--- config.mk ---
export PLATFORM = sky130hd
export DESIGN_NAME = json_string_escaper
export DESIGN_NICKNAME = d
export VERILOG_FILES = /design/src/rtl/jse_pkg.sv /design/src/rtl/jse_front.sv /design/src/rtl/jse_fifo.sv /design/src/rtl/jse_back.sv /design/src/rtl/json_string_escaper.sv
export VERILOG_INCLUDE_DIRS = /design/src /design/src/rtl
export SDC_FILE = /design/constraint.sdc
export NUM_CORES = 1
export LEC_CHECK = 0
export BUFFER_PORTS_ARGS = -buffer_cell sky130_fd_sc_hd__clkbuf_2
export CAP_MARGIN = 20
export CORE_AREA = 10 10 80 82
export CTS_CLUSTER_DIAMETER = 200
export DETAILED_ROUTE_END_ITERATION = 12
export DIE_AREA = 0 0 90 92
export GPL_TIMING_DRIVEN = 0
export PLACE_DENSITY = 0.76
export SLEW_MARGIN = 20
export SYNTH_ARGS = -nofsm -noshare
export SYNTH_HDL_FRONTEND = slang
export SYNTH_SLANG_ARGS = --single-unit
--- constraint.sdc ---
create_clock -name clk -period 3.9 [get_ports clk]
set_clock_uncertainty 0.2 [all_clocks]
set_input_delay 0.39 -clock clk [delete_from_list [all_inputs] [get_ports clk]]
set_output_delay 0.39 -clock clk [all_outputs]
set_load 0.03 [all_outputs]
--- src/rtl/json_string_escaper_defines.svh ---
// Assertion macros shared by the escaper RTL.
// Each macro expects clk and rst_n in scope of the module that uses it.
`ifndef JSON_STRING_ESCAPER_DEFINES_SVH
`define JSON_STRING_ESCAPER_DEFINES_SVH

// Same-cycle implication, disabled during reset.
`define JSE_ASSERT_NOW(lbl, ante, cons, msg) \
    lbl: assert property (@(posedge clk) disable iff (!rst_n) (ante) |-> (cons)) \
        else $error(msg);

// Next-cycle implication, disabled during reset.
`define JSE_ASSERT_NEXT(lbl, ante, cons, msg) \
    lbl: assert property (@(posedge clk) disable iff (!rst_n) (ante) |=> (cons)) \
        else $error(msg);

`endif

--- src/rtl/jse_pkg.sv ---
// Types, character constants and helper functions for the JSON string escaper.
// Used by jse_front, jse_fifo, jse_back and json_string_escaper.
package jse_pkg;

    localparam logic [7:0] CH_QUOTE  = 8'h22;
    localparam logic [7:0] CH_BSLASH = 8'h5c;
    localparam logic [7:0] CH_U      = 8'h75;
    localparam logic [7:0] CH_ZERO   = 8'h30;
    localparam logic [7:0] PRINT_LO  = 8'h20;
    localparam logic [7:0] PRINT_HI  = 8'h7e;

    // Body kind of one queued descriptor
    localparam logic [1:0] KIND_NONE  = 2'd0;
    localparam logic [1:0] KIND_PLAIN = 2'd1;
    localparam logic [1:0] KIND_PAIR  = 2'd2;
    localparam logic [1:0] KIND_UNI   = 2'd3;

    typedef struct packed {
        logic [7:0] text_byte;
        logic       end_of_text;
        logic       no_char;
    } in_word_t;

    typedef struct packed {
        logic [7:0] out_byte;
        logic       run_last;
        logic       string_done;
    } out_word_t;

    // One classified item: what the back end has to emit for it
    typedef struct packed {
        logic       open_quote;
        logic       close_quote;
        logic [1:0] kind;
        logic [7:0] ch;        // plain/unicode: raw byte, pair: escape letter
        logic [2:0] last_pos;  // index of the final output byte
    } esc_desc_t;

    function automatic logic [7:0] escape_sub(input logic [7:0] c);
        logic [7:0] sub;
        unique case (c)
            8'h22:   sub = CH_QUOTE;
            8'h5c:   sub = CH_BSLASH;
            8'h08:   sub = 8'h62;
            8'h0c:   sub = 8'h66;
            8'h0a:   sub = 8'h6e;
            8'h0d:   sub = 8'h72;
            8'h09:   sub = 8'h74;
            default: sub = 8'h00;
        endcase
        return sub;
    endfunction

    function automatic logic [7:0] hex_digit(input logic [3:0] v);
        logic [7:0] d;
        if (v < 4'd10)
            d = CH_ZERO + {4'b0000, v};
        else
            d = 8'h61 + {4'b0000, v} - 8'd10;
        return d;
    endfunction

    function automatic logic [2:0] body_len(input logic [1:0] kind);
        logic [2:0] n;
        unique case (kind)
            KIND_NONE:  n = 3'd0;
            KIND_PLAIN: n = 3'd1;
            KIND_PAIR:  n = 3'd2;
            KIND_UNI:   n = 3'd6;
            default:    n = 3'd0;
        endcase
        return n;
    endfunction

endpackage

--- src/rtl/jse_front.sv ---
// Front end: accepts input words, tracks the open string, classifies the byte.
// Depends on jse_pkg and json_string_escaper_defines.svh.
`include "json_string_escaper_defines.svh"

module jse_front (
    input  logic               clk,
    input  logic               rst_n,
    input  logic               text_valid,
    output logic               text_ready,
    input  jse_pkg::in_word_t  text_word,
    output logic               push_valid,
    input  logic               push_ready,
    output jse_pkg::esc_desc_t push_desc
);

    logic       inside_reg;
    logic       inside_next;
    logic       accept;
    logic [7:0] sub;
    logic [3:0] total;

    assign text_ready = push_ready;
    assign accept     = text_valid && text_ready;
    assign sub        = jse_pkg::escape_sub(text_word.text_byte);

    always_comb
    begin
        push_desc.open_quote  = !inside_reg;
        push_desc.close_quote = text_word.end_of_text;
        push_desc.ch          = text_word.text_byte;
        if (text_word.no_char)
            push_desc.kind = jse_pkg::KIND_NONE;
        else if (sub != 8'h00)
        begin
            push_desc.kind = jse_pkg::KIND_PAIR;
            push_desc.ch   = sub;
        end
        else if (text_word.text_byte < jse_pkg::PRINT_LO
                 || text_word.text_byte > jse_pkg::PRINT_HI)
            push_desc.kind = jse_pkg::KIND_UNI;
        else
            push_desc.kind = jse_pkg::KIND_PLAIN;

        total = {3'b000, push_desc.open_quote}
              + {1'b0, jse_pkg::body_len(push_desc.kind)}
              + {3'b000, push_desc.close_quote};
        push_desc.last_pos = 3'(total - 4'd1);
    end

    // Drop an empty word inside an open string: it yields nothing
    assign push_valid = accept
                      && !(text_word.no_char && !text_word.end_of_text && inside_reg);

    always_comb
    begin
        inside_next = inside_reg;
        if (accept)
            inside_next = !text_word.end_of_text;
    end

    always_ff @(posedge clk or negedge rst_n)
    begin
        if (!rst_n)
            inside_reg <= 1'b0;
        else
            inside_reg <= inside_next;
    end

    `JSE_ASSERT_NEXT(a_close_clears, accept && text_word.end_of_text, !inside_reg,
        "string still open after a closing word")
    `JSE_ASSERT_NOW(a_push_has_bytes, push_valid && inside_reg,
        !text_word.no_char || text_word.end_of_text,
        "queued a word that yields no output")

endmodule

--- src/rtl/jse_fifo.sv ---
// Short descriptor queue between front and back end, show-ahead read.
// Depends on jse_pkg and json_string_escaper_defines.svh.
`include "json_string_escaper_defines.svh"

module jse_fifo #(
    parameter int DEPTH = 2
) (
    input  logic               clk,
    input  logic               rst_n,
    input  logic               push_valid,
    output logic               push_ready,
    input  jse_pkg::esc_desc_t push_desc,
    output logic               pop_valid,
    input  logic               pop_ready,
    output jse_pkg::esc_desc_t pop_desc
);

    localparam int PTR_W = (DEPTH > 1) ? $clog2(DEPTH) : 1;
    localparam int CNT_W = $clog2(DEPTH + 1);

    jse_pkg::esc_desc_t mem_reg [DEPTH];
    logic [PTR_W-1:0]   wr_ptr_reg, wr_ptr_next;
    logic [PTR_W-1:0]   rd_ptr_reg, rd_ptr_next;
    logic [CNT_W-1:0]   count_reg, count_next;
    logic               do_push, do_pop;

    assign push_ready = (count_reg != CNT_W'(DEPTH));
    assign pop_valid  = (count_reg != '0);
    assign pop_desc   = mem_reg[rd_ptr_reg];
    assign do_push    = push_valid && push_ready;
    assign do_pop     = pop_valid && pop_ready;

    always_comb
    begin
        wr_ptr_next = wr_ptr_reg;
        rd_ptr_next = rd_ptr_reg;
        count_next  = count_reg;
        if (do_push)
            wr_ptr_next = (wr_ptr_reg == PTR_W'(DEPTH - 1)) ? '0 : wr_ptr_reg + 1'b1;
        if (do_pop)
            rd_ptr_next = (rd_ptr_reg == PTR_W'(DEPTH - 1)) ? '0 : rd_ptr_reg + 1'b1;
        if (do_push && !do_pop)
            count_next = count_reg + 1'b1;
        else if (do_pop && !do_push)
            count_next = count_reg - 1'b1;
    end

    always_ff @(posedge clk)
    begin
        if (do_push)
            mem_reg[wr_ptr_reg] <= push_desc;
    end

    always_ff @(posedge clk or negedge rst_n)
    begin
        if (!rst_n)
        begin
            wr_ptr_reg <= '0;
            rd_ptr_reg <= '0;
            count_reg  <= '0;
        end
        else
        begin
            wr_ptr_reg <= wr_ptr_next;
            rd_ptr_reg <= rd_ptr_next;
            count_reg  <= count_next;
        end
    end

    `JSE_ASSERT_NOW(a_count_bound, 1'b1, count_reg <= CNT_W'(DEPTH),
        "queue occupancy beyond its depth")

endmodule

--- src/rtl/jse_back.sv ---
// Back end: walks the head descriptor one output byte per cycle into a register, unless the output stalls.
// Depends on jse_pkg and json_string_escaper_defines.svh.
`include "json_string_escaper_defines.svh"

module jse_back (
    input  logic               clk,
    input  logic               rst_n,
    input  logic               desc_valid,
    output logic               desc_ready,
    input  jse_pkg::esc_desc_t desc,
    output logic               json_valid,
    input  logic               json_ready,
    output jse_pkg::out_word_t json_word
);

    logic               out_valid_reg, out_valid_next;
    jse_pkg::out_word_t out_word_reg, out_word_next;
    logic [2:0]         idx_reg, idx_next;
    logic               load;
    logic               at_end;
    logic [2:0]         q;
    logic [7:0]         body_byte;
    logic [7:0]         cur_byte;

    assign load   = !out_valid_reg || json_ready;
    assign at_end = (idx_reg == desc.last_pos);
    assign q      = idx_reg - {2'b00, desc.open_quote};

    always_comb
    begin
        body_byte = desc.ch;
        unique case (desc.kind)
            jse_pkg::KIND_PAIR:
                body_byte = (q == 3'd0) ? jse_pkg::CH_BSLASH : desc.ch;
            jse_pkg::KIND_UNI:
            begin
                unique case (q)
                    3'd0:       body_byte = jse_pkg::CH_BSLASH;
                    3'd1:       body_byte = jse_pkg::CH_U;
                    3'd2, 3'd3: body_byte = jse_pkg::CH_ZERO;
                    3'd4:       body_byte = jse_pkg::hex_digit(desc.ch[7:4]);
                    default:    body_byte = jse_pkg::hex_digit(desc.ch[3:0]);
                endcase
            end
            default:
                body_byte = desc.ch;
        endcase
    end

    always_comb
    begin
        priority if (desc.open_quote && idx_reg == 3'd0)
            cur_byte = jse_pkg::CH_QUOTE;
        else if (q < jse_pkg::body_len(desc.kind))
            cur_byte = body_byte;
        else
            cur_byte = jse_pkg::CH_QUOTE;
    end

    // Pop the descriptor once its last byte moves into the output register
    assign desc_ready = load && at_end;

    always_comb
    begin
        out_valid_next = out_valid_reg;
        out_word_next  = out_word_reg;
        idx_next       = idx_reg;
        if (load)
        begin
            out_valid_next = desc_valid;
            if (desc_valid)
            begin
                out_word_next.out_byte    = cur_byte;
                out_word_next.run_last    = at_end;
                out_word_next.string_done = at_end && desc.close_quote;
                idx_next                  = at_end ? 3'd0 : idx_reg + 3'd1;
            end
        end
    end

    always_ff @(posedge clk)
    begin
        out_word_reg <= out_word_next;
    end

    always_ff @(posedge clk or negedge rst_n)
    begin
        if (!rst_n)
        begin
            out_valid_reg <= 1'b0;
            idx_reg       <= 3'd0;
        end
        else
        begin
            out_valid_reg <= out_valid_next;
            idx_reg       <= idx_next;
        end
    end

    assign json_valid = out_valid_reg;
    assign json_word  = out_word_reg;

    `JSE_ASSERT_NOW(a_idx_in_range, desc_valid, idx_reg <= desc.last_pos,
        "byte index past the end of the descriptor")
    `JSE_ASSERT_NOW(a_idx_idle, !desc_valid, idx_reg == 3'd0,
        "byte index not rewound while the queue is empty")

endmodule

--- src/rtl/json_string_escaper.sv ---
// JSON string escaper, top level.
// Depends on jse_pkg, jse_front, jse_fifo and jse_back.
//
// Usage:
//   text channel (text_valid/text_ready/text_word) takes one word per text byte:
//   text_byte, end_of_text marks the final word of a string, no_char marks a word
//   that carries no byte (an empty string is a single word with both flags set).
//   json channel (json_valid/json_ready/json_word) gives the escaped literal one
//   byte per word; run_last flags the final byte caused by an input word and
//   string_done flags the closing quote.
// Path: an accepted word lands in the queue on the accepting edge; its bytes then
//   move one at a time from the queue head into the output register.
// Throughput: one output byte per cycle while json_ready is high, set by the
//   single byte walker in the back end. A printable byte inside an open string
//   yields one output byte; a pair escape two, a \u00xx escape six, plus one for
//   each quote added. The front keeps taking words until the descriptor queue
//   (QUEUE_DEPTH entries) fills.
// Reset: no string open, queue empty, no output word pending.
// Stall: when json_ready is low the output word holds, the walker pauses, the
//   queue fills and text_ready drops; nothing is lost or repeated.

module json_string_escaper #(
    parameter int QUEUE_DEPTH = 2
) (
    input  logic               clk,
    input  logic               rst_n,
    input  logic               text_valid,
    output logic               text_ready,
    input  jse_pkg::in_word_t  text_word,
    output logic               json_valid,
    input  logic               json_ready,
    output jse_pkg::out_word_t json_word
);

    // Classified words between the front and back ends
    logic               push_valid;
    logic               push_ready;
    jse_pkg::esc_desc_t push_desc;
    logic               head_valid;
    logic               head_ready;
    jse_pkg::esc_desc_t head_desc;

    // Front: track the open string and classify each byte
    jse_front u_front (
        .clk        (clk),
        .rst_n      (rst_n),
        .text_valid (text_valid),
        .text_ready (text_ready),
        .text_word  (text_word),
        .push_valid (push_valid),
        .push_ready (push_ready),
        .push_desc  (push_desc)
    );

    // Queue: decouple classification from byte generation
    jse_fifo #(
        .DEPTH (QUEUE_DEPTH)
    ) u_fifo (
        .clk        (clk),
        .rst_n      (rst_n),
        .push_valid (push_valid),
        .push_ready (push_ready),
        .push_desc  (push_desc),
        .pop_valid  (head_valid),
        .pop_ready  (head_ready),
        .pop_desc   (head_desc)
    );

    // Back: emit the quotes and escape bytes, one per cycle unless the output stalls
    jse_back u_back (
        .clk        (clk),
        .rst_n      (rst_n),
        .desc_valid (head_valid),
        .desc_ready (head_ready),
        .desc       (head_desc),
        .json_valid (json_valid),
        .json_ready (json_ready),
        .json_word  (json_word)
    );

endmodule

## After elaboration in Yosys (flattened, before gate mapping)

Memories as Yosys holds them, arrays and structs flattened.
Cells that the tools add are included.

- Input port bits: 14
- Bits in writable memories: 30
- Output and inout port bits: 12
- Logic and storage cells: 100
- Memories kept: 1
- Flip-flop bits (word level): 19

Memory list:

| memory | words | bits a word | rd ports | clocked after Yosys merged registers in | write ports | RTL line | RTL |
|---|---|---|---|---|---|---|---|
| u_fifo.mem_reg | 2 | 15 | 1 | 0 | 1 | jse_fifo.sv:21 | `jse_pkg::esc_desc_t mem_reg [DEPTH];` |

- Add/subtract/negate cells: 15
- Order comparisons: 5
- Bitwise gates (word level): 1
- Eq/ne operators: 19
- Reduce and logical (&&, ||, !) cells: 29
- Muxes and demuxes: 21

Operator list:

| operator | number |
|---|---|
| $pmux W7 S7 | 1 |
| $eq A8 B4 Y1 const B | 5 |
| $mux W8 | 5 |
| $pmux W8 S4 | 1 |
| $pmux W3 S4 | 2 |
| $add A7 B4 Y8 const A | 2 |
| $pmux W8 S2 | 1 |
| $sub A8 B4 Y8 const B | 2 |
| $add A6 B4 Y7 const A | 2 |
| $logic_and A1 B1 Y1 | 11 |
| $mux W2 | 5 |
| $eq A2 B2 Y1 const B | 4 |
| $eq A8 B6 Y1 const B | 1 |
| $eq A8 B7 Y1 const B | 1 |
| $gt A8 B7 Y1 const B | 1 |
| $lt A4 B4 Y1 const B | 2 |
| $lt A8 B6 Y1 const B | 1 |
| $reduce_bool A8 Y1 | 1 |
| $eq A3 B2 Y1 const B | 2 |
| $logic_not A1 Y1 | 6 |
| $logic_not A3 Y1 | 2 |
| $mux W3 | 2 |
| $eq A2 B1 Y1 const B | 2 |
| $logic_not A2 Y1 | 2 |
| 19 further kinds | 26 |

## Logic depth before layout (Yosys ltp)

Gate-level depths: netlist of the first run.

- Depth after elaboration: 10
- Depth in mapped cells: 11

## Modules after synthesis

Synthesis of the first run repeated with hierarchy kept, for this count alone.

- Cell total of the unflattened synthesis: 247
- Area, all modules: 2,894.0 um2

By module, submodules not included:

| module | cells an instance | sequential area each (um2) | area each (um2) | times used |
|---|---|---|---|---|
| jse_fifo | 65 | 1,001.0 | 1,331.3 | 1 |
| jse_back | 115 | 400.4 | 1,062.3 | 1 |
| jse_front | 67 | 25.0 | 500.5 | 1 |

## Least setup slack after synthesis of the first run

OpenSTA, ideal clock, no wires.

- Kind: register to register
- Start: reg u_fifo.rd_ptr_reg
- End: reg u_back.out_word_reg, in the netlist u_back.json_word[3], data pin
- Cell stages (with the launch flop): 12
- Library setup time: 157 ps
- Arrival: 2,519 ps
- Path buffers: 1
- Clock period less this slack: 2,876 ps
- Path slack: 1,024 ps
- Cell sequence: dfrtp_1 -> buf_6 -> mux2_2 -> ha_1 -> ha_1 -> xnor2_1 -> inv_1 -> ha_1 -> o21ai_0 -> o21ai_1 -> inv_1 -> a32oi_1

- Word-level cells in the longest chain between the ends: 7
- Elaborated cells on any way between the ends: 31

Ends and longest elaborated chain:

| item | RTL line | RTL |
|---|---|---|
| start: declaration | jse_fifo.sv:23 | `logic [PTR_W-1:0] rd_ptr_reg, rd_ptr_next;` |
| start signal: assignment | jse_fifo.sv:65 | `rd_ptr_reg <= rd_ptr_next;` |
| $mem_v2 Z2 W15 * | - |  |
| parallel branches: the longest is 6 deep, another holds $add A7 B4 Y8 | - |  |
| end signal: assignment | jse_back.sv:83 | `out_word_reg <= out_word_next;` |
| end: declaration | jse_back.sv:17 | `jse_pkg::out_word_t out_word_reg, out_word_next;` |

Mark *: on every way between the ends. The select of a mux whose other input is x is not followed.
A chain may end at the register's enable or synchronous reset.

## Worst setup path in the final report of the first run

Ends and elaborated chain as after synthesis.

==> impl_table.tex, run 1 <==
\begin{tabular}{lr}
\hline
Metric & Value \\
\hline
\multicolumn{2}{l}{\textbf{Outcome}} \\
Outcome & completed \\
\multicolumn{2}{l}{\textbf{Logic synthesis}} \\
Average cell area after synthesis & 11.31 um\^{}2 \\
Flops \& latches, synth & 49 \\
Share of the synthesized area in the top cell type & 0.4299 \\
Share of async-settable or async-resettable flops after synthesis & 0.1837 \\
Post-Syn Nets & 273 \\
Number of flops mapped to enable cells by yosys & 40 \\
Yosys Warn Count & 0 \\
Fraction of the yosys area taken by sequential cells & 0.5105 \\
Top post-synthesis cells by area & sky130\_fd\_sc\_hd\_\_edfxtp\_1 (43\%), sky130\_fd\_sc\_hd\_\_dfrtp\_1 (8.1\%), sky130\_fd\_sc\_hd\_\_ha\_1 (4.9\%), sky130\_fd\_sc\_hd\_\_mux2i\_1 (4.7\%), sky130\_fd\_sc\_hd\_\_nor2\_1 (2.7\%) \\
Synth unique cells & 55 \\
Most used flip-flop cell after synthesis & sky130\_fd\_sc\_hd\_\_edfxtp\_1 \\
Area of the mapped netlist & 2794 um\^{}2 \\
Biggest area consumer among synthesized cells & sky130\_fd\_sc\_hd\_\_edfxtp\_1 \\
Synth Instances & 247 \\
\multicolumn{2}{l}{\textbf{Clock network}} \\
CTS tree & yes \\
Maximum root-to-sink buffer count & 2 \\
CTS root buf & sky130\_fd\_sc\_hd\_\_clkbuf\_8 \\
Clock latency of the later-clocked register in the worst-skew pair & 300 ps \\
Buffers inserted during post-CTS setup optimization & 0 \\
H-Tree Level Count & 2 \\
Clock buffers created by TritonCTS & 5 \\
Clock transition at path regs & 100 ps \\
Clock net sink count & 49 \\
\multicolumn{2}{l}{\textbf{Place}} \\
Number of port buffers & 24 \\
Worst setup slack after placement & 565.4 ps \\
Half-perimeter wire length after placement & 3995 um \\
RD Place Congestion & 0.8755 \\
\multicolumn{2}{l}{\textbf{Timing}} \\
Max-slew headroom & 0.5185 \\
Final Hold Fails & 0 \\
Minimum clock period after layout & 3357 ps \\
Slew @ Worst Pin & 721.5 ps \\
Final setup violation count & 0 \\
Smallest setup slack after layout & 543.2 ps \\
Unrepaired setup endpoints after global routing & false \\
Portion of the clock cycle consumed by the worst path in the final layout & 0.8607 \\
Max-slew violation count & 0 \\
Highest achievable clock rate & 297.9 MHz \\
Sum of negative setup slack & 0 ps \\
\multicolumn{2}{l}{\textbf{Detailed routing}} \\
1st-pass router iterations & 4 \\
Routed wl met3 & 227 um \\
Routed length per placed instance & 14.72 um \\
Post-Route M1 WL & 2323 um \\
Routed length on met2 & 2451 um \\
First-iteration detailed-routing DRC count & 73 \\
Detailed-route wire length & 5153 um \\
Detailed-route via count & 1917 \\
Routed Antenna Nets & 0 \\
Top routing layer in use & met4 \\
Number of vias per cell after detailed routing & 5.477 \\
Remaining design rule violation count & 0 \\
\multicolumn{2}{l}{\textbf{Critical path}} \\
Critical path type & flip-flop to flip-flop \\
Stage delay of the slowest cell on the critical path & 480 ps \\
Critical-path maximum fanout & 10 \\
Critical Path RT & 3850 ps \\
Crit end category & flip-flop \\
Cell class contributing the biggest share of worst-path delay & compound AO/OA/AOI/OAI gates \\
Ordered list of cells on the worst path & buf\_6, mux2\_2, ha\_1, ha\_1, xnor2\_1, inv\_1, ha\_1, o21ai\_0, o21ai\_1, inv\_1, a32oi\_1 \\
WP data arrival & 3310 ps \\
Critical path's most frequent cell & sky130\_fd\_sc\_hd\_\_ha\_1 \\
Total buffers and inverters traversed by the critical path & 3 \\
CP max stage cell & sky130\_fd\_sc\_hd\_\_o21ai\_1 \\
CP Launch Type & flip-flop \\
\multicolumn{2}{l}{\textbf{Power}} \\
Switching power of the nets & 1.091 mW \\
Total power consumption of the routed design & 2.526 mW \\
Worst-case vdd ir drop & 0.0003108 V \\
Part of the power in the clock network & 0.119 \\
P\_leak & 1.229 nW \\
Int Power & 1.435 mW \\
Share of total power in combinational logic & 0.526 \\
Net switching fraction of the power & 0.4320 \\
PD cells & 813.8 nW/um\^{}2 \\
Sequential power share & 0.356 \\
\multicolumn{2}{l}{\textbf{GRT}} \\
Combined global-route utilization of all metal layers & 0.1297 \\
Overflow after GRT & 0 \\
Via count of the first global-routing pass & 1962 \\
Pin count of the biggest net entering global routing & 18 \\
Number of antenna violations at the first check in global routing & 0 \\
Wire length of the first global-routing pass & 8921 um \\
\multicolumn{2}{l}{\textbf{Final layout}} \\
Most frequent cells in the layout & sky130\_fd\_sc\_hd\_\_edfxtp\_1 (40), sky130\_fd\_sc\_hd\_\_clkbuf\_2 (24), sky130\_fd\_sc\_hd\_\_nor2\_1 (19), sky130\_fd\_sc\_hd\_\_inv\_1 (17), sky130\_fd\_sc\_hd\_\_nand2\_1 (17) \\
Fraction of layout cells with a size suffix above 1 & 0.2036 \\
Area growth from synthesis to layout & 11.11\% \\
Post-layout net count & 305 \\
Max reg flops & 30 \\
Most common library cell in the layout ignoring fill and taps & sky130\_fd\_sc\_hd\_\_edfxtp\_1 \\
Count of antenna diodes in the layout & 0 \\
\multicolumn{2}{l}{\textbf{Floorplanning}} \\
Placeable core region & 4912 um\^{}2 \\
Die footprint & 8280 um\^{}2 \\
Number of core rows & 26 \\
Die extent in x & 90 um \\
Chip height & 92 um \\
Number of top-level pins & 26 \\
Initial core utilization & 0.5688 \\
\multicolumn{2}{l}{\textbf{Worst hold path}} \\
Type of the worst min-delay path & input port to flip-flop \\
\multicolumn{2}{l}{\textbf{Flow run}} \\
Number of max-cap violations & 0 \\
\hline
\end{tabular}
[stage by stage]
step	cells	area [um^2]	hold WS (ps)	util
floorplan	247	2794	-105.6	-
CTS	350	3104	120.2	0.6319
detailed placement	341	3004	65.14	0.6116
finish	350	3104	121.4	0.6319
global placement	341	3002	59.90	0.6111
global route	350	3104	123.5	0.6319
[cell usage after synthesis, types with 4 or more instances]
cell type,number
sky130_fd_sc_hd__xnor2_1,8
sky130_fd_sc_hd__nor2b_1,5
sky130_fd_sc_hd__ha_1,11
sky130_fd_sc_hd__mux2_2,5
sky130_fd_sc_hd__inv_1,17
sky130_fd_sc_hd__o21ai_0,10
sky130_fd_sc_hd__nand3_1,4
sky130_fd_sc_hd__nand2b_1,5
sky130_fd_sc_hd__buf_6,4
sky130_fd_sc_hd__a221oi_1,4
sky130_fd_sc_hd__nor3_1,6
sky130_fd_sc_hd__dfrtp_1,9
sky130_fd_sc_hd__mux2i_1,13
sky130_fd_sc_hd__edfxtp_1,40
sky130_fd_sc_hd__a21oi_1,9
sky130_fd_sc_hd__a31oi_1,5
sky130_fd_sc_hd__nand2_1,17
sky130_fd_sc_hd__nor2_1,20
[final timing paths]
kind	slack, ps	from	end	cells after the start
worst max-delay path	540	u_fifo.rd_ptr_reg	u_back.json_word[3]	11
worst max register to register	540	u_fifo.rd_ptr_reg	u_back.json_word[3]	11
worst min-delay path	120	text_word[1]	u_fifo.mem_reg[1][13]	1
worst min register to register	300	u_back.json_valid	u_back.json_valid	2
max in group asynchronous	2990	rst_n	u_back.idx_reg[2]	2
min in group asynchronous	310	rst_n	u_fifo.wr_ptr_reg	2
[repair_timing]
action                                 CTS  global route
hold buffers                             1             0
endpoints found under the hold margin    9             0
resized for setup                        0             0
[worst register-to-register path: stages, from the launching register on]
cell and delay (ps):
sky130_fd_sc_hd__dfrtp_1 390, sky130_fd_sc_hd__buf_6 170, sky130_fd_sc_hd__mux2_2 360, sky130_fd_sc_hd__ha_1 180, sky130_fd_sc_hd__ha_1 180, sky130_fd_sc_hd__xnor2_1 410
sky130_fd_sc_hd__inv_1 120, sky130_fd_sc_hd__ha_1 300, sky130_fd_sc_hd__o21ai_0 80, sky130_fd_sc_hd__o21ai_1 480, sky130_fd_sc_hd__inv_1 130, sky130_fd_sc_hd__a32oi_1 220
[power by group through the flow]
stage	clock network, mW	logic (mW)	registers, mW
6_report	0.300	1.33	0.899
3_3_place_gp	0	1.31	0.904
4_1_cts	0.304	1.33	0.900
2_1_floorplan	0	0.915	1.01
5_1_grt	0.321	1.49	0.919
3_5_place_dp	0	1.33	0.911
[layer usage]
layer	GRT usage	vias to the layer above
met5	0	-
met4	0.06764	0
met3	0.02771	13
met2	0.2185	47
met1	0.1529	883
li1	-	974
[layout make-up]
cell class / count / area (um^2)
multi-input combinational: 172 / 1241
tap: 70 / 87.58
clock inverter: 3 / 21.27
fill: 401 / 1808
buffer: 9 / 65.06
clock buffer: 5 / 68.82
sequential: 49 / 1426
timing repair buffer: 25 / 130.1
inverter: 17 / 63.81
[kinds of logic after synthesis]
| family | synth area share |
|---|---|
| buffers and inverters | 0.04612 |
| DFF | 0.5105 |
| muxes | 0.07210 |
| AOI/OAI and AO/OA | 0.1366 |
| xor gates and xnor gates | 0.03449 |
| adders and majority gates | 0.05643 |
| and+or+nand+nor | 0.1438 |
Note: power is estimated with default switching activity, not from simulation.
==> run 2: changes to the inputs <==
- ABC_AREA: default -> 1
- CORE_AREA: 10 10 80 82 -> 10 10 82 84
- DIE_AREA: 0 0 90 92 -> 0 0 92 94
- PLACE_DENSITY: 0.76 -> 0.75
==> impl_table.tex, run 2 <==
\begin{tabular}{lr}
\hline
Metric & Value \\
\hline
\multicolumn{2}{l}{\textbf{Outcome}} \\
Outcome & completed \\
\multicolumn{2}{l}{\textbf{Power}} \\
PD cells & 813.9 nW/um\^{}2 \\
P\_leak & 1.482 nW \\
Worst-case vdd ir drop & 0.0003053 V \\
Total power consumption of the routed design & 2.627 mW \\
\multicolumn{2}{l}{\textbf{Floorplanning}} \\
Number of top-level pins & 26 \\
Chip height & 94 um \\
Initial core utilization & 0.5710 \\
Die footprint & 8648 um\^{}2 \\
Placeable core region & 5075 um\^{}2 \\
Die extent in x & 92 um \\
Number of core rows & 26 \\
\multicolumn{2}{l}{\textbf{Place}} \\
RD Place Congestion & 0.8958 \\
Number of port buffers & 25 \\
Worst setup slack after placement & 967.4 ps \\
Half-perimeter wire length after placement & 4118 um \\
\multicolumn{2}{l}{\textbf{Logic synthesis}} \\
Synth Instances & 323 \\
Area of the mapped netlist & 2898 um\^{}2 \\
Number of flops mapped to enable cells by yosys & 40 \\
Share of the synthesized area in the top cell type & 0.4145 \\
Fraction of the yosys area taken by sequential cells & 0.4922 \\
Library cell with the highest instance count after synthesis & sky130\_fd\_sc\_hd\_\_nand2\_1 \\
Cell types with the highest counts after synthesis & sky130\_fd\_sc\_hd\_\_nand2\_1 (72), sky130\_fd\_sc\_hd\_\_inv\_1 (46), sky130\_fd\_sc\_hd\_\_edfxtp\_1 (40), sky130\_fd\_sc\_hd\_\_nor2\_1 (23), sky130\_fd\_sc\_hd\_\_nand3\_1 (20) \\
Yosys Warn Count & 0 \\
Most used flip-flop cell after synthesis & sky130\_fd\_sc\_hd\_\_edfxtp\_1 \\
Average cell area after synthesis & 8.971 um\^{}2 \\
Top post-synthesis cells by area & sky130\_fd\_sc\_hd\_\_edfxtp\_1 (41\%), sky130\_fd\_sc\_hd\_\_nand2\_1 (9.3\%), sky130\_fd\_sc\_hd\_\_dfrtp\_1 (7.8\%), sky130\_fd\_sc\_hd\_\_inv\_1 (6.0\%), sky130\_fd\_sc\_hd\_\_ha\_1 (4.7\%) \\
Share of async-settable or async-resettable flops after synthesis & 0.1837 \\
Biggest area consumer among synthesized cells & sky130\_fd\_sc\_hd\_\_edfxtp\_1 \\
Post-Syn Nets & 349 \\
Flops \& latches, synth & 49 \\
Synth unique cells & 40 \\
\multicolumn{2}{l}{\textbf{Clock network}} \\
H-Tree Level Count & 2 \\
Clock transition at path regs & 100 ps \\
Clock latency of the later-clocked register in the worst-skew pair & 310 ps \\
Clock buffers created by TritonCTS & 5 \\
Maximum root-to-sink buffer count & 2 \\
Hold bufs inserted after CTS & 1 \\
CTS root buf & sky130\_fd\_sc\_hd\_\_clkbuf\_8 \\
CTS tree & yes \\
Post-cts gate resize count & 0 \\
Buffers inserted during post-CTS setup optimization & 0 \\
Clock net sink count & 49 \\
\multicolumn{2}{l}{\textbf{Timing}} \\
Smallest setup slack after layout & 930.4 ps \\
Minimum clock period after layout & 2970 ps \\
Highest achievable clock rate & 336.7 MHz \\
Unrepaired setup endpoints after global routing & false \\
Max-slew violation count & 0 \\
Final Hold Fails & 0 \\
Final setup violation count & 0 \\
Max-slew headroom & 0.4605 \\
Slew @ Worst Pin & 808.3 ps \\
Sum of negative setup slack & 0 ps \\
Portion of the clock cycle consumed by the worst path in the final layout & 0.7614 \\
\multicolumn{2}{l}{\textbf{Detailed routing}} \\
Remaining design rule violation count & 0 \\
First-iteration detailed-routing DRC count & 145 \\
Routed length per placed instance & 12.63 um \\
Detailed-route wire length & 5391 um \\
Routed Antenna Nets & 0 \\
Number of vias per cell after detailed routing & 5.124 \\
Detailed-route via count & 2188 \\
1st-pass router iterations & 4 \\
\multicolumn{2}{l}{\textbf{GRT}} \\
Overflow after GRT & 0 \\
Number of antenna violations at the first check in global routing & 0 \\
Wire length of the first global-routing pass & 9232 um \\
Via count of the first global-routing pass & 2068 \\
Pin count of the biggest net entering global routing & 19 \\
Combined global-route utilization of all metal layers & 0.1298 \\
\multicolumn{2}{l}{\textbf{Critical path}} \\
Crit end category & flip-flop \\
WP data arrival & 2820 ps \\
Stage delay of the slowest cell on the critical path & 460 ps \\
Critical Path RT & 3750 ps \\
Critical path type & flip-flop to flip-flop \\
Ordered list of cells on the worst path & buf\_6, buf\_6, nand2\_1, nand2\_1, ha\_1, ha\_1, inv\_1, nand2\_1, nand2\_2, inv\_1, ha\_1, a21oi\_1, nand3\_2, nor2\_1, o21ai\_0 \\
CP Launch Type & flip-flop \\
Critical-path maximum fanout & 10 \\
CP max stage cell & sky130\_fd\_sc\_hd\_\_dfrtp\_1 \\
\multicolumn{2}{l}{\textbf{Flow run}} \\
Number of max-cap violations & 0 \\
\multicolumn{2}{l}{\textbf{Final layout}} \\
Post-layout net count & 382 \\
Max reg flops & 30 \\
Count of antenna diodes in the layout & 0 \\
Area growth from synthesis to layout & 11.40\% \\
Fraction of layout cells with a size suffix above 1 & 0.2213 \\
Most common library cell in the layout ignoring fill and taps & sky130\_fd\_sc\_hd\_\_nand2\_1 \\
Most frequent cells in the layout & sky130\_fd\_sc\_hd\_\_nand2\_1 (72), sky130\_fd\_sc\_hd\_\_inv\_1 (46), sky130\_fd\_sc\_hd\_\_edfxtp\_1 (40), sky130\_fd\_sc\_hd\_\_clkbuf\_2 (25), sky130\_fd\_sc\_hd\_\_nor2\_1 (21) \\
Fill cell count & 436 \\
\multicolumn{2}{l}{\textbf{Worst hold path}} \\
Type of the worst min-delay path & input port to flip-flop \\
\hline
\end{tabular}
==> run 2: changes by cell type in the layout (fill, tap and decap cells not counted), moves of 7 or more <==
cell / before / now
sky130_fd_sc_hd__nand2_1: 17 / 72
sky130_fd_sc_hd__inv_1: 17 / 46
sky130_fd_sc_hd__inv_2: 0 / 8
sky130_fd_sc_hd__o21ai_0: 10 / 18
sky130_fd_sc_hd__mux2i_1: 13 / 0
sky130_fd_sc_hd__nand2_2: 0 / 12
sky130_fd_sc_hd__xnor2_1: 8 / 1
sky130_fd_sc_hd__nand3_1: 4 / 20
==> run 2: path summary, 6_finish.rpt <==
kind                                        to  depth (start not counted)           startpoint  slack [ps]
max in group asynchronous   u_front.inside_reg                          2                rst_n        3000
max                        u_back.json_word[3]                         15    u_fifo.rd_ptr_reg         930
min reg2reg                u_fifo.count_reg[0]                          1  u_fifo.count_reg[0]         290
max reg2reg                u_back.json_word[3]                         15    u_fifo.rd_ptr_reg         930
min                          u_back.json_valid                          2           json_ready          60
min in group asynchronous  u_fifo.count_reg[0]                          2                rst_n         290
==> run 2: power by group <==
| part | switching [mW] | internal, mW | total [mW] |
|---|---|---|---|
| Clock | 0.182 | 0.134 | 0.316 |
| Combinational | 0.969 | 0.461 | 1.43 |
| Sequential | 0.0665 | 0.815 | 0.881 |
==> run 2: cell type report <==
type	instances	area (um^2)	share of cell area
multi-input combinational	213	1214	0.3760
timing repair buffer	26	135.1	0.04186
inverter	55	206.4	0.06395
clock inverter	3	33.78	0.01047
sequential	49	1426	0.4419
tap	70	87.58	0.02713
clock buffer	5	68.82	0.02132
buffer	6	56.30	0.01744
==> run 2: stage by stage <==
| step | instance area [um^2] | hold slack, ps | instances | util |
|---|---|---|---|---|
| finish | 3228 | 55.64 | 427 | 0.6361 |
| global route | 3228 | 82.67 | 427 | 0.6361 |
| CTS | 3228 | 50.40 | 427 | 0.6361 |
| detailed placement | 3115 | 74.74 | 418 | 0.6139 |
| global placement | 3110 | 65.93 | 418 | 0.6129 |
| floorplan | 2898 | -105.6 | 323 | - |
==> run 2: cells by family after synthesis <==
kind of cell | after synthesis | share of synthesized area
and+or+nand+nor | 144 | 0.2250
buffers and inverters | 61 | 0.09067
AOI/OAI and AO/OA | 50 | 0.1088
DFF | 49 | 0.4922
adders and majority gates | 12 | 0.05440
xor gates and xnor gates | 7 | 0.02893
==> run 2: critical path, delay by kind of cell, from the launching register on <==
kind / cells / cell delay, ps
adders and majority gates: 3 / 680
and+or+nand+nor: 6 / 610
DFF: 1 / 460
buffers and inverters: 4 / 430
AOI/OAI and AO/OA: 2 / 320
==> run 2: per-layer routing <==
metal  share of wire  track usage  vias up
met5               0            0        -
met4           0.018      0.05141        0
met3           0.050      0.03357        8
met2            0.50       0.2365       63
met1            0.43       0.1404      989
li1                -            -     1128
